==> config.mk <==
export PLATFORM = sky130hd
export DESIGN_NAME = bc1_bc2_bc3_block_decoder
export DESIGN_NICKNAME = d
export VERILOG_FILES = /design/src/bcdec_pkg.sv /design/src/bcdec_palette.sv /design/src/bc1_bc2_bc3_block_decoder.sv
export SDC_FILE = /design/constraint.sdc
export NUM_CORES = 2
export LEC_CHECK = 0
export CAP_MARGIN = 20
export CORE_UTILIZATION = 65
export CTS_CLUSTER_DIAMETER = 80
export DETAILED_ROUTE_END_ITERATION = 8
export DONT_BUFFER_PORTS = 1
export PLACE_DENSITY = 0.78
export SETUP_SLACK_MARGIN = 0.02
export SLEW_MARGIN = 0
export SYNTH_ARGS = -nofsm -noshare
export SYNTH_HDL_FRONTEND = slang
export SYNTH_SLANG_ARGS = --single-unit
==> constraint.sdc <==
create_clock -name clk -period 19.3 [get_ports clk]
set_clock_uncertainty 0.05 [all_clocks]
set_input_delay 4.825 -clock clk [delete_from_list [all_inputs] [get_ports clk]]
set_output_delay 4.825 -clock clk [all_outputs]
set_load 0.005 [all_outputs]
==> src/bcdec_pkg.sv <==
// Shared types and constants for the BC1/BC2/BC3 block decoder.
// Used by bcdec_palette and bc1_bc2_bc3_block_decoder; depends on nothing.
package bcdec_pkg;

	// format_mode codes
	localparam logic [1:0] MODE_DXT1 = 2'd0;
	localparam logic [1:0] MODE_DXT3 = 2'd1;
	localparam logic [1:0] MODE_DXT5 = 2'd2;
	localparam logic [1:0] MODE_RSVD = 2'd3; // decodes as DXT5

	// reciprocals for constant division
	localparam logic [9:0]  RECIP3 = 10'd683;   // x*683  >> 11 == x/3 for x < 2048
	localparam logic [12:0] RECIP5 = 13'd6554;  // x*6554 >> 15 == x/5 for x < 16384
	localparam logic [12:0] RECIP7 = 13'd4682;  // x*4682 >> 15 == x/7 for x < 5461

	localparam logic [1:0] CIDX_TRANSP = 2'd3;
	localparam logic [3:0] LAST_PIX    = 4'd15;

	// one color: [0] blue, [1] green, [2] red
	typedef logic [2:0][7:0] rgb_t;

	// decoded block: palettes plus the per-pixel indices
	typedef struct packed {
		rgb_t [3:0]       cpal;
		logic [7:0][7:0]  apal;
		logic [31:0]      cidx;
		logic [63:0]      ablk;
		logic             dxt5;
		logic             dxt3;
		logic             three_col;
	} blk_t;

endpackage

==> src/bcdec_palette.sv <==
// Three-stage block pipeline: capture the block, unpack endpoints and form weighted sums,
// divide into color and alpha palettes. Depends on bcdec_pkg.
module bcdec_palette (
	input  logic                clk,
	input  logic                arst_n,
	input  logic [1:0]          format_mode,
	input  logic                in_valid,
	output logic                in_ready,
	input  logic [63:0]         color_block,
	input  logic [63:0]         alpha_block,
	output logic                out_valid,
	input  logic                out_ready,
	output bcdec_pkg::blk_t     out_blk
);
	import bcdec_pkg::*;

	logic rdy1, rdy2, rdy3;
	logic v1_s1, v2_s2, v3_s3;

	// stage 1 registers
	logic [63:0] cblk_s1, ablk_s1;
	logic        dxt5_s1, dxt3_s1, three_s1, alpha7_s1;

	// stage 2 registers
	rgb_t              e0x_s2, e1x_s2, mid_s2;
	logic [2:0][9:0]   sum2_s2, sum3_s2;
	logic [5:0][10:0]  num_s2;
	logic [31:0]       cidx_s2;
	logic [63:0]       ablk_s2;
	logic              dxt5_s2, dxt3_s2, three_s2, alpha7_s2;

	// stage 3 register
	blk_t blk_s3;

	logic        in_dxt5, in_dxt3;
	rgb_t        e0x_c, e1x_c, mid_c;
	logic [2:0][9:0]  sum2_c, sum3_c;
	logic [5:0][10:0] num_c;
	blk_t        blk_c;

	// per-stage ready: a stage moves when empty or when its successor takes it
	assign rdy3     = !v3_s3 || out_ready;
	assign rdy2     = !v2_s2 || rdy3;
	assign rdy1     = !v1_s1 || rdy2;
	assign in_ready = rdy1;
	assign out_valid = v3_s3;
	assign out_blk   = blk_s3;

	// decode mode; code 3 behaves as DXT5
	assign in_dxt5 = (format_mode == MODE_DXT5) || (format_mode == MODE_RSVD);
	assign in_dxt3 = (format_mode == MODE_DXT3);

	always_ff @(posedge clk or negedge arst_n) begin
		if (!arst_n) begin
			v1_s1 <= 1'b0;
			v2_s2 <= 1'b0;
			v3_s3 <= 1'b0;
		end else begin
			if (rdy1) v1_s1 <= in_valid;
			if (rdy2) v2_s2 <= v1_s1;
			if (rdy3) v3_s3 <= v2_s2;
		end
	end

	// stage 1: capture block and mode flags
	always_ff @(posedge clk) begin
		if (rdy1 && in_valid) begin
			cblk_s1   <= color_block;
			ablk_s1   <= alpha_block;
			dxt5_s1   <= in_dxt5;
			dxt3_s1   <= in_dxt3;
			three_s1  <= (format_mode == MODE_DXT1) && (color_block[15:0] <= color_block[31:16]);
			alpha7_s1 <= alpha_block[7:0] > alpha_block[15:8];
		end
	end

	// expand endpoints and form per-channel sums
	always_comb begin
		logic [8:0] pair;
		e0x_c[0] = {cblk_s1[4:0], 3'b000};
		e0x_c[1] = {cblk_s1[10:5], 2'b00};
		e0x_c[2] = {cblk_s1[15:11], 3'b000};
		e1x_c[0] = {cblk_s1[20:16], 3'b000};
		e1x_c[1] = {cblk_s1[26:21], 2'b00};
		e1x_c[2] = {cblk_s1[31:27], 3'b000};
		for (int ch = 0; ch < 3; ch++) begin
			sum2_c[ch] = {1'b0, e0x_c[ch], 1'b0} + {2'b00, e1x_c[ch]};
			sum3_c[ch] = {2'b00, e0x_c[ch]} + {1'b0, e1x_c[ch], 1'b0};
			pair       = {1'b0, e0x_c[ch]} + {1'b0, e1x_c[ch]};
			mid_c[ch]  = pair[8:1];
		end
	end

	// alpha palette numerators, seven-step or five-step weights
	always_comb begin
		for (int z = 0; z < 6; z++) begin
			if (alpha7_s1) begin
				num_c[z] = 11'(6 - z) * {3'b000, ablk_s1[7:0]}
					+ 11'(z + 1) * {3'b000, ablk_s1[15:8]};
			end else if (z < 4) begin
				num_c[z] = 11'(4 - z) * {3'b000, ablk_s1[7:0]}
					+ 11'(z + 1) * {3'b000, ablk_s1[15:8]};
			end else begin
				num_c[z] = '0;
			end
		end
	end

	// stage 2 register
	always_ff @(posedge clk) begin
		if (rdy2 && v1_s1) begin
			e0x_s2    <= e0x_c;
			e1x_s2    <= e1x_c;
			mid_s2    <= mid_c;
			sum2_s2   <= sum2_c;
			sum3_s2   <= sum3_c;
			num_s2    <= num_c;
			cidx_s2   <= cblk_s1[63:32];
			ablk_s2   <= ablk_s1;
			dxt5_s2   <= dxt5_s1;
			dxt3_s2   <= dxt3_s1;
			three_s2  <= three_s1;
			alpha7_s2 <= alpha7_s1;
		end
	end

	// divide by 3, 5 or 7 with reciprocal multiplies and pick palette entries
	always_comb begin
		logic [19:0] p2, p3;
		logic [23:0] pa;
		logic [12:0] k;
		blk_c.cidx      = cidx_s2;
		blk_c.ablk      = ablk_s2;
		blk_c.dxt5      = dxt5_s2;
		blk_c.dxt3      = dxt3_s2;
		blk_c.three_col = three_s2;
		blk_c.cpal[0]   = e0x_s2;
		blk_c.cpal[1]   = e1x_s2;
		for (int ch = 0; ch < 3; ch++) begin
			p2 = sum2_s2[ch] * RECIP3;
			p3 = sum3_s2[ch] * RECIP3;
			blk_c.cpal[2][ch] = three_s2 ? mid_s2[ch] : p2[18:11];
			blk_c.cpal[3][ch] = three_s2 ? 8'd0 : p3[18:11];
		end
		blk_c.apal[0] = ablk_s2[7:0];
		blk_c.apal[1] = ablk_s2[15:8];
		k = alpha7_s2 ? RECIP7 : RECIP5;
		for (int z = 0; z < 6; z++) begin
			pa = num_s2[z] * k;
			if (alpha7_s2 || z < 4) begin
				blk_c.apal[z + 2] = pa[22:15];
			end else if (z == 4) begin
				blk_c.apal[z + 2] = 8'd0;
			end else begin
				blk_c.apal[z + 2] = 8'd255;
			end
		end
	end

	// stage 3 register
	always_ff @(posedge clk) begin
		if (rdy3 && v2_s2) begin
			blk_s3 <= blk_c;
		end
	end

endmodule

==> src/bc1_bc2_bc3_block_decoder.sv <==
// Top level of the BC1/BC2/BC3 (DXT1/DXT3/DXT5) block decoder.
// Depends on bcdec_pkg and bcdec_palette.

// Takes one 128-bit compressed 4x4 block per input beat and returns its 16
// pixels in raster order, one output beat per cycle while m_axis_tready is
// high, tlast on the sixteenth. A block occupies the pixel serializer until all
// 16 of its pixels are emitted; the next block is taken in while the current
// one is still being emitted. From input beat to first pixel a block passes
// through three palette stages, the serializer and the output register.
// format_mode is written through the cfg channel, which is always ready, and
// is sampled as each block enters; write it only while the decoder is idle.
module bc1_bc2_bc3_block_decoder (
	input  logic         clk,
	input  logic         arst_n,
	input  logic         cfg_valid,
	output logic         cfg_ready,
	input  logic [1:0]   cfg_data,        // format_mode
	input  logic         s_axis_tvalid,
	output logic         s_axis_tready,
	input  logic [127:0] s_axis_tdata,    // color_block[63:0], alpha_block[127:64]
	output logic         m_axis_tvalid,
	input  logic         m_axis_tready,
	output logic [39:0]  m_axis_tdata,    // blue, green, red, alpha, pixel_col,
	                                      // pixel_row, 4 zero bits
	output logic         m_axis_tlast     // last_pixel
);
	import bcdec_pkg::*;

	logic [1:0]  format_mode_q;
	logic        pal_valid, pal_ready;
	blk_t        pal_blk;

	logic        ser_v_q;
	blk_t        ser_blk_q;
	logic [3:0]  cnt_q;

	logic        out_rdy, emit;
	logic [1:0]  ci;
	logic [5:0]  apos;
	logic [2:0]  ai;
	logic [3:0]  nib;
	rgb_t        pix_rgb;
	logic [7:0]  pix_a;

	logic        out_v_q;
	logic [39:0] out_data_q;
	logic        out_last_q;

	// configuration register
	assign cfg_ready = 1'b1;
	always_ff @(posedge clk or negedge arst_n) begin
		if (!arst_n) begin
			format_mode_q <= MODE_DXT1;
		end else if (cfg_valid) begin
			format_mode_q <= cfg_data;
		end
	end

	bcdec_palette u_palette (
		.clk         (clk),
		.arst_n      (arst_n),
		.format_mode (format_mode_q),
		.in_valid    (s_axis_tvalid),
		.in_ready    (s_axis_tready),
		.color_block (s_axis_tdata[63:0]),
		.alpha_block (s_axis_tdata[127:64]),
		.out_valid   (pal_valid),
		.out_ready   (pal_ready),
		.out_blk     (pal_blk)
	);

	// serializer: hold one decoded block, emit a pixel per free output slot
	assign out_rdy   = !out_v_q || m_axis_tready;
	assign emit      = ser_v_q && out_rdy;
	assign pal_ready = !ser_v_q || (emit && (cnt_q == LAST_PIX));

	always_ff @(posedge clk or negedge arst_n) begin
		if (!arst_n) begin
			ser_v_q <= 1'b0;
			cnt_q   <= '0;
		end else if (pal_ready) begin
			ser_v_q <= pal_valid;
			cnt_q   <= '0;
		end else if (emit) begin
			cnt_q <= cnt_q + 4'd1;
		end
	end

	always_ff @(posedge clk) begin
		if (pal_ready && pal_valid) begin
			ser_blk_q <= pal_blk;
		end
	end

	// select the current pixel's color and alpha
	always_comb begin
		ci      = ser_blk_q.cidx[{cnt_q, 1'b0} +: 2];
		apos    = 6'd16 + {2'b00, cnt_q} + {1'b0, cnt_q, 1'b0};
		ai      = ser_blk_q.ablk[apos +: 3];
		nib     = ser_blk_q.ablk[{cnt_q, 2'b00} +: 4];
		pix_rgb = ser_blk_q.cpal[ci];
		if (ser_blk_q.dxt5) begin
			pix_a = ser_blk_q.apal[ai];
		end else if (ser_blk_q.dxt3) begin
			pix_a = {nib, 4'b0000};
		end else if (ser_blk_q.three_col && (ci == CIDX_TRANSP)) begin
			pix_a = 8'd0;
		end else begin
			pix_a = 8'd255;
		end
	end

	// output register: hold the beat until taken
	always_ff @(posedge clk or negedge arst_n) begin
		if (!arst_n) begin
			out_v_q <= 1'b0;
		end else if (out_rdy) begin
			out_v_q <= emit;
		end
	end

	always_ff @(posedge clk) begin
		if (emit) begin
			out_data_q <= {4'b0000, cnt_q[3:2], cnt_q[1:0], pix_a,
				pix_rgb[2], pix_rgb[1], pix_rgb[0]};
			out_last_q <= (cnt_q == LAST_PIX);
		end
	end

	assign m_axis_tvalid = out_v_q;
	assign m_axis_tdata  = out_data_q;
	assign m_axis_tlast  = out_last_q;

endmodule
## After elaboration in Yosys (flattened, before gate mapping)

Cells that the tools add are included.

| word-level totals | value |
|---|---|
| word-level logic and storage cells | 182 |
| bits in registers | 948 |
| bits of input ports | 135 |

| cells by class | value |
|---|---|
| eq/ne operators | 5 |
| add/subtract/negate cells | 22 |
| shift operators | 3 |
| $lt $le $gt $ge | 4 |
| mux-type cells | 17 |
| reductions and logical operators | 21 |
| $mul | 18 |

Operators with widths:

| kind | number |
|---|---|
| 11-bit by 13-bit multiplier with 23-bit output | 6 |
| 10-bit by 10-bit multiplier with 19-bit output (second input constant) | 6 |
| 64-bit by 7-bit indexed part select with 3-bit output | 1 |
| 64-bit by 7-bit indexed part select with 4-bit output | 1 |
| 8-bit 2-to-1 mux | 7 |
| 24-bit binary-select mux with 2-bit select | 1 |
| 11-bit 2-to-1 mux | 4 |
| 2-bit by 8-bit multiplier with 10-bit output (first input constant) | 4 |
| 32-bit by 6-bit indexed part select with 2-bit output | 1 |
| 8-bit by 9-bit adder with 10-bit output | 3 |
| 9-bit by 8-bit adder with 10-bit output | 3 |
| 8-bit by 8-bit adder with 9-bit output | 3 |
| 8-bit binary-select mux with 3-bit select | 1 |
| 24-bit 2-to-1 mux | 1 |
| 10-bit by 10-bit adder with 11-bit output | 2 |
| 3-bit by 8-bit multiplier with 11-bit output (first input constant) | 2 |
| 16-bit <= comparator | 1 |
| 12-bit 2-to-1 mux | 1 |
| 10-bit by 8-bit adder with 11-bit output | 1 |
| 10-bit by 9-bit adder with 11-bit output | 1 |
| 11-bit by 8-bit adder with 11-bit output | 1 |
| 11-bit by 9-bit adder with 11-bit output | 1 |
| 8-bit by 10-bit adder with 11-bit output | 1 |
| 8-bit by 11-bit adder with 11-bit output | 1 |
| 17 further kinds | 36 |

## Logic depth before layout (Yosys ltp)

| logic depth | value |
|---|---|
| depth after elaboration | 9 |
| mapped depth | 24 |

## By module

A second synthesis with hierarchy kept.

| second synthesis, totals | value |
|---|---|
| cells, all modules | 4,698 |
| area, all modules | 61,906.9 um^2 |

By module, submodules not included:

| module | area each (um^2) | times used | cells each | sequential area each (um^2) |
|---|---|---|---|---|
| bcdec_palette | 48,830.6 | 1 | 4,059 | 18,392.6 |
| bc1_bc2_bc3_block_decoder | 13,076.3 | 1 | 639 | 9,088.7 |

## Worst setup path before layout

OpenSTA, ideal clock, no wires.

| timing path | value |
|---|---|
| path type | input port to flip-flop |
| start point | input m_axis_tready |
| end point | register u_palette.ablk_s2[0] (enable) |
| data arrival time | 17.548 ns |
| cell stages on the path | 3 |
| slack | 0.689 ns |
| path through | nor2b_1 o21a_1 a31oi_1 |

| on the way | value |
|---|---|
| cells in the longest elaborated chain, start to end | 7 |

Ends and longest elaborated chain:

| what | RTL line | RTL |
|---|---|---|
| start, declared | bc1_bc2_bc3_block_decoder.sv:22 | `input logic m_axis_tready,` |
| 1-bit logical OR | bc1_bc2_bc3_block_decoder.sv:73 | `assign out_rdy = !out_v_q \|\| m_axis_tready;` |
| 1-bit logical AND | bc1_bc2_bc3_block_decoder.sv:74 | `assign emit = ser_v_q && out_rdy;` |
| 1-bit logical AND | bc1_bc2_bc3_block_decoder.sv:75 | `assign pal_ready = !ser_v_q \|\| (emit && (cnt_q == LAST_PIX));` |
| 1-bit logical OR | bc1_bc2_bc3_block_decoder.sv:75 |  |
| 1-bit logical OR | bcdec_palette.sv:42 | `assign rdy3 = !v3_s3 \|\| out_ready;` |
| 1-bit logical OR | bcdec_palette.sv:43 | `assign rdy2 = !v2_s2 \|\| rdy3;` |
| 1-bit logical AND | bcdec_palette.sv:111 | `if (rdy2 && v1_s1) begin` |
| end signal, assigned | bcdec_palette.sv:119 | `ablk_s2 <= ablk_s1;` |
| end, declared | bcdec_palette.sv:29 | `logic [63:0] ablk_s2;` |

No other way between the ends.
A chain may end at the register's enable or synchronous reset.

## Worst setup path in the final report

| timing path | value |
|---|---|
| start point | input m_axis_tready |
| end point | output s_axis_tready |

| on the way | value |
|---|---|
| cells in the longest elaborated chain, start to end | 7 |

Ends and longest elaborated chain:

| what | RTL line | RTL |
|---|---|---|
| 1-bit logical OR | bc1_bc2_bc3_block_decoder.sv:73 |  |
| 1-bit logical AND | bc1_bc2_bc3_block_decoder.sv:74 |  |
| 1-bit logical AND | bc1_bc2_bc3_block_decoder.sv:75 |  |
| 1-bit logical OR | bc1_bc2_bc3_block_decoder.sv:75 |  |
| 1-bit logical OR | bcdec_palette.sv:42 |  |
| 1-bit logical OR | bcdec_palette.sv:43 |  |
| 1-bit logical OR | bcdec_palette.sv:44 | `assign rdy1 = !v1_s1 \|\| rdy2;` |
| end, declared | bc1_bc2_bc3_block_decoder.sv:19 | `output logic s_axis_tready,` |

No other way between the ends.

==> results.tsv <==
stage	metric	value	unit
timing	Tcrit/Tclk final	56.1	%
yosys	sequential-to-total area share from yosys stat	44.1	%
yosys	top cell type's share of synthesized area	43.6	%
timing	highest clock rate	0.0924	GHz
drt	mean routed wirelength per cell	20.2	um
die	# IOs	179	
layout	nets	6090	
clocking	root buffer cell	clkbuf_16	
worst_setup_path	startpoint types	input pin	
clocking	CTS tree	yes	
yosys	Synth Warn #	0	
layout	Non-Filler Instances	5959	
timing	max-slew violations	0	
global_routing	first-pass GRT wire length	192	mm
worst_setup_path	worst r2r dst	u_palette.out_blk[146]$_DFFE_PP_	
worst_setup_path	critical path type	input pin to output pin	
drt	final wirelength	120	mm
clocking	Clk Latency, worst-skew pair	670	ps
drt	via count	34300	
worst_setup_path	Setup crit end kind	output pin	
power_and_ir_drop	Max IR drop VDD	0.000202	V
yosys	syn_area_per_cell	13.1	um2
power_and_ir_drop	Leakage	28.5	nW
global_routing	initial antenna violation count	7	
worst_setup_path	reg-to-reg critical path startpoint	u_palette.alpha7_s2$_DFFE_PP_	
global_routing	grt total ovfl	0	
clocking	deepest level of the CTS H-tree	3	
die	DIE AREA	0.0938	mm2
timing	Slew HR	17.8	%
yosys	register bit total from synthesis	885	
worst_setup_path	CP max FO	5	
worst_setup_path	R2R depth	18	
die	Starting Density	65.6	%
clocking	Post-CTS Resized	0	
timing	final-report setup violation count	0	
drt	drt first pass iters	5	
yosys	Mapped Cells	4589	
drt	post-detailed-route count of antenna-violating nets	0	
worst_setup_path	Setup crit start	m_axis_tready	
job	max-cap viol count	0	
yosys	Syn Std Cell Area	0.0602	mm2
worst_setup_path	CP arrival	5950	ps
yosys	Top FF cell, synth	edfxtp_1	
drt	vias per cell	5.75	
global_routing	all-layer global routing usage	26.4	%
clocking	Clk pin slew, worst setup/hold paths	60	ps
drt	DRC errors left	0	
timing	Hold Vio Cnt, Final	0	
global_routing	largest net degree at the start of global routing	158	
worst_setup_path	WP data required	14430	ps
timing	Slew @ Worst Pin	1220	ps
die	Core Region	0.0917	mm2
clocking	Clock Sinks	885	
yosys	biggest area consumer among synthesized cells	edfxtp_1	
placed_design	placed insts	5791	
power_and_ir_drop	Pwr Density	109	mW/mm2
worst_setup_path	Register-to-Register Setup Slack	12110	ps
timing	post-layout minimum cycle time	10830	ps
yosys	Post-synth EDFFs	874	
layout	area grow syn2layout	7.63	%
worst_hold_path	worst min path class	register to register	
die	DIE HEIGHT	306	um
die	Site Rows	111	
outcome	status	finished clean	
yosys	synth unique cells	75	
layout	Fillers	6090	
drt	DR iter-0 viols	2189	
placed_design	GPL Wtd Cong	0.892	
clocking	postcts setup bufs	0	
clocking	hold_buf cts	0	
layout	share of layout cells above drive strength 1	6.21	%
clocking	total CTS buffers	89	
yosys	FFs w/ async S/R, synth	1.24	%
die	Die Span X	306	um
global_routing	number of global-route vias before repair	36400	
timing	RSZ-0062 raised after global routing	false	
placed_design	Port Buffers	0	
clocking	Max clock buf depth	3	
worst_setup_path	worst setup path end	s_axis_tready	
placed_design	detailed placement HPWL	90.5	mm
yosys	Synth area leaders	edfxtp_1, ha_1, fa_1	
timing	Sum Neg Setup Slack	0	ps
power by group:
group          internal [mW]  switching [mW]  total [mW]
clock network          0.995           0.759        1.75
logic                   1.28            1.63        2.92
registers               2.31           0.101        2.41
routing by layer:
layer | track usage (%) | vias to the layer above | wire, um
met3 | 4.78 | 224 | 6870
met4 | 9.06 | 4 | 4210
li1 | - | 16100 | -
met2 | 46.1 | 851 | 60800
met1 | 33.1 | 17000 | 48600
met5 | 0 | - | 27
Yosys cell counts, drive strengths merged (53+ instances only):
| cell type | n |
|---|---|
| o21ai | 84 |
| a21oi | 172 |
| nand2 | 191 |
| mux2i | 53 |
| xor2 | 59 |
| nor2 | 161 |
| mux4 | 93 |
| a21o | 77 |
| xnor2 | 196 |
| nor2b | 81 |
| ha | 858 |
| inv | 788 |
| edfxtp | 874 |
| fa | 399 |
area by class of cell:
type                       count  area [um2]  area share (%)
multi-input combinational   2909       30500            47.1
tap                         1186        1480            2.29
sequential                   885       26500            41.0
clock buffer                 110        2400            3.70
clock inverter                53         614           0.949
timing repair buffer          25         240           0.371
inverter                     788        2960            4.57
antenna                        3        7.51          0.0116
metrics by stage:
stage | hold WS, ps | power (mW) | setup slack, ps | util [%] | area [um2]
floorplan | 350 | 4.67 | 689 | - | 60400
global placement | 350 | 5.23 | 8620 | 67.3 | 61700
detailed placement | 355 | 5.31 | 8570 | 67.3 | 61700
CTS | 354 | 7.10 | 8480 | 70.6 | 64700
global route | 352 | 7.50 | 8410 | 70.6 | 64700
finish | 354 | 7.08 | 8470 | 70.6 | 64700
cells by family after synthesis:
group	share of synthesized area, %
xor gates and xnor gates	3.74
DFF	44.1
adders and majority gates	31.1
muxes	4.64
other	0.0125
AOI/OAI and AO/OA	5.41
and+or+nand+nor	5.30
buffers and inverters	5.69
cell usage in the layout, fill, tap and decap left out, types with 18 or more instances in the layout:
cell type,instances
a21o_1,77
a21oi_1,172
and2_1,47
buf_4,22
clkbuf_16,89
conb_1,76
edfxtp_1,874
fa_1,398
ha_1,858
inv_1,787
mux2i_1,53
mux4_2,81
nand2_1,191
nand2b_1,26
nand3_1,36
nor2_1,161
nor2b_1,80
nor3_1,48
o21a_1,29
o21ai_0,83
o21bai_1,44
or2_2,18
xnor2_1,195
xor2_1,58
critical path, cell delays in order:
cell     delay, ps
nor2b_1        310
o21a_1         290
nand3_1        130
nor2_1         300
inv_1          100
worst min path at each step:
stage | startpoint | slack (ps) | cells after the start | end
2_1_floorplan | u_palette.out_blk[0]$_DFFE_PP_ | 350 | 0 | ser_blk_q[0]$_DFFE_PP_
3_3_place_gp | u_palette.out_blk[200]$_DFFE_PP_ | 350 | 0 | ser_blk_q[200]$_DFFE_PP_
3_5_place_dp | u_palette.out_blk[5]$_DFFE_PP_ | 350 | 0 | ser_blk_q[101]$_DFFE_PP_
4_1_cts | u_palette.cblk_s1[35]$_DFFE_PP_ | 350 | 0 | u_palette.cidx_s2[3]$_DFFE_PP_
5_1_grt | u_palette.out_blk[126]$_DFFE_PP_ | 350 | 0 | ser_blk_q[126]$_DFFE_PP_
6_report | u_palette.cblk_s1[35]$_DFFE_PP_ | 350 | 0 | u_palette.cidx_s2[3]$_DFFE_PP_
state kept, by name, summed over array words and instances (netlist names), 19 cells and up:
name,cells
u_palette.sum3_s2,19
u_palette.num_s2,62
u_palette.ablk_s2,64
u_palette.out_blk,227
u_palette.cblk_s1,64
m_axis_tdata,36
u_palette.cidx_s2,32
u_palette.sum2_s2,19
ser_blk_q,227
u_palette.ablk_s1,64
u_palette.mid_s2,19
u_palette.blk_c,32
No activity file was read; power rests on OpenSTA's default activity.
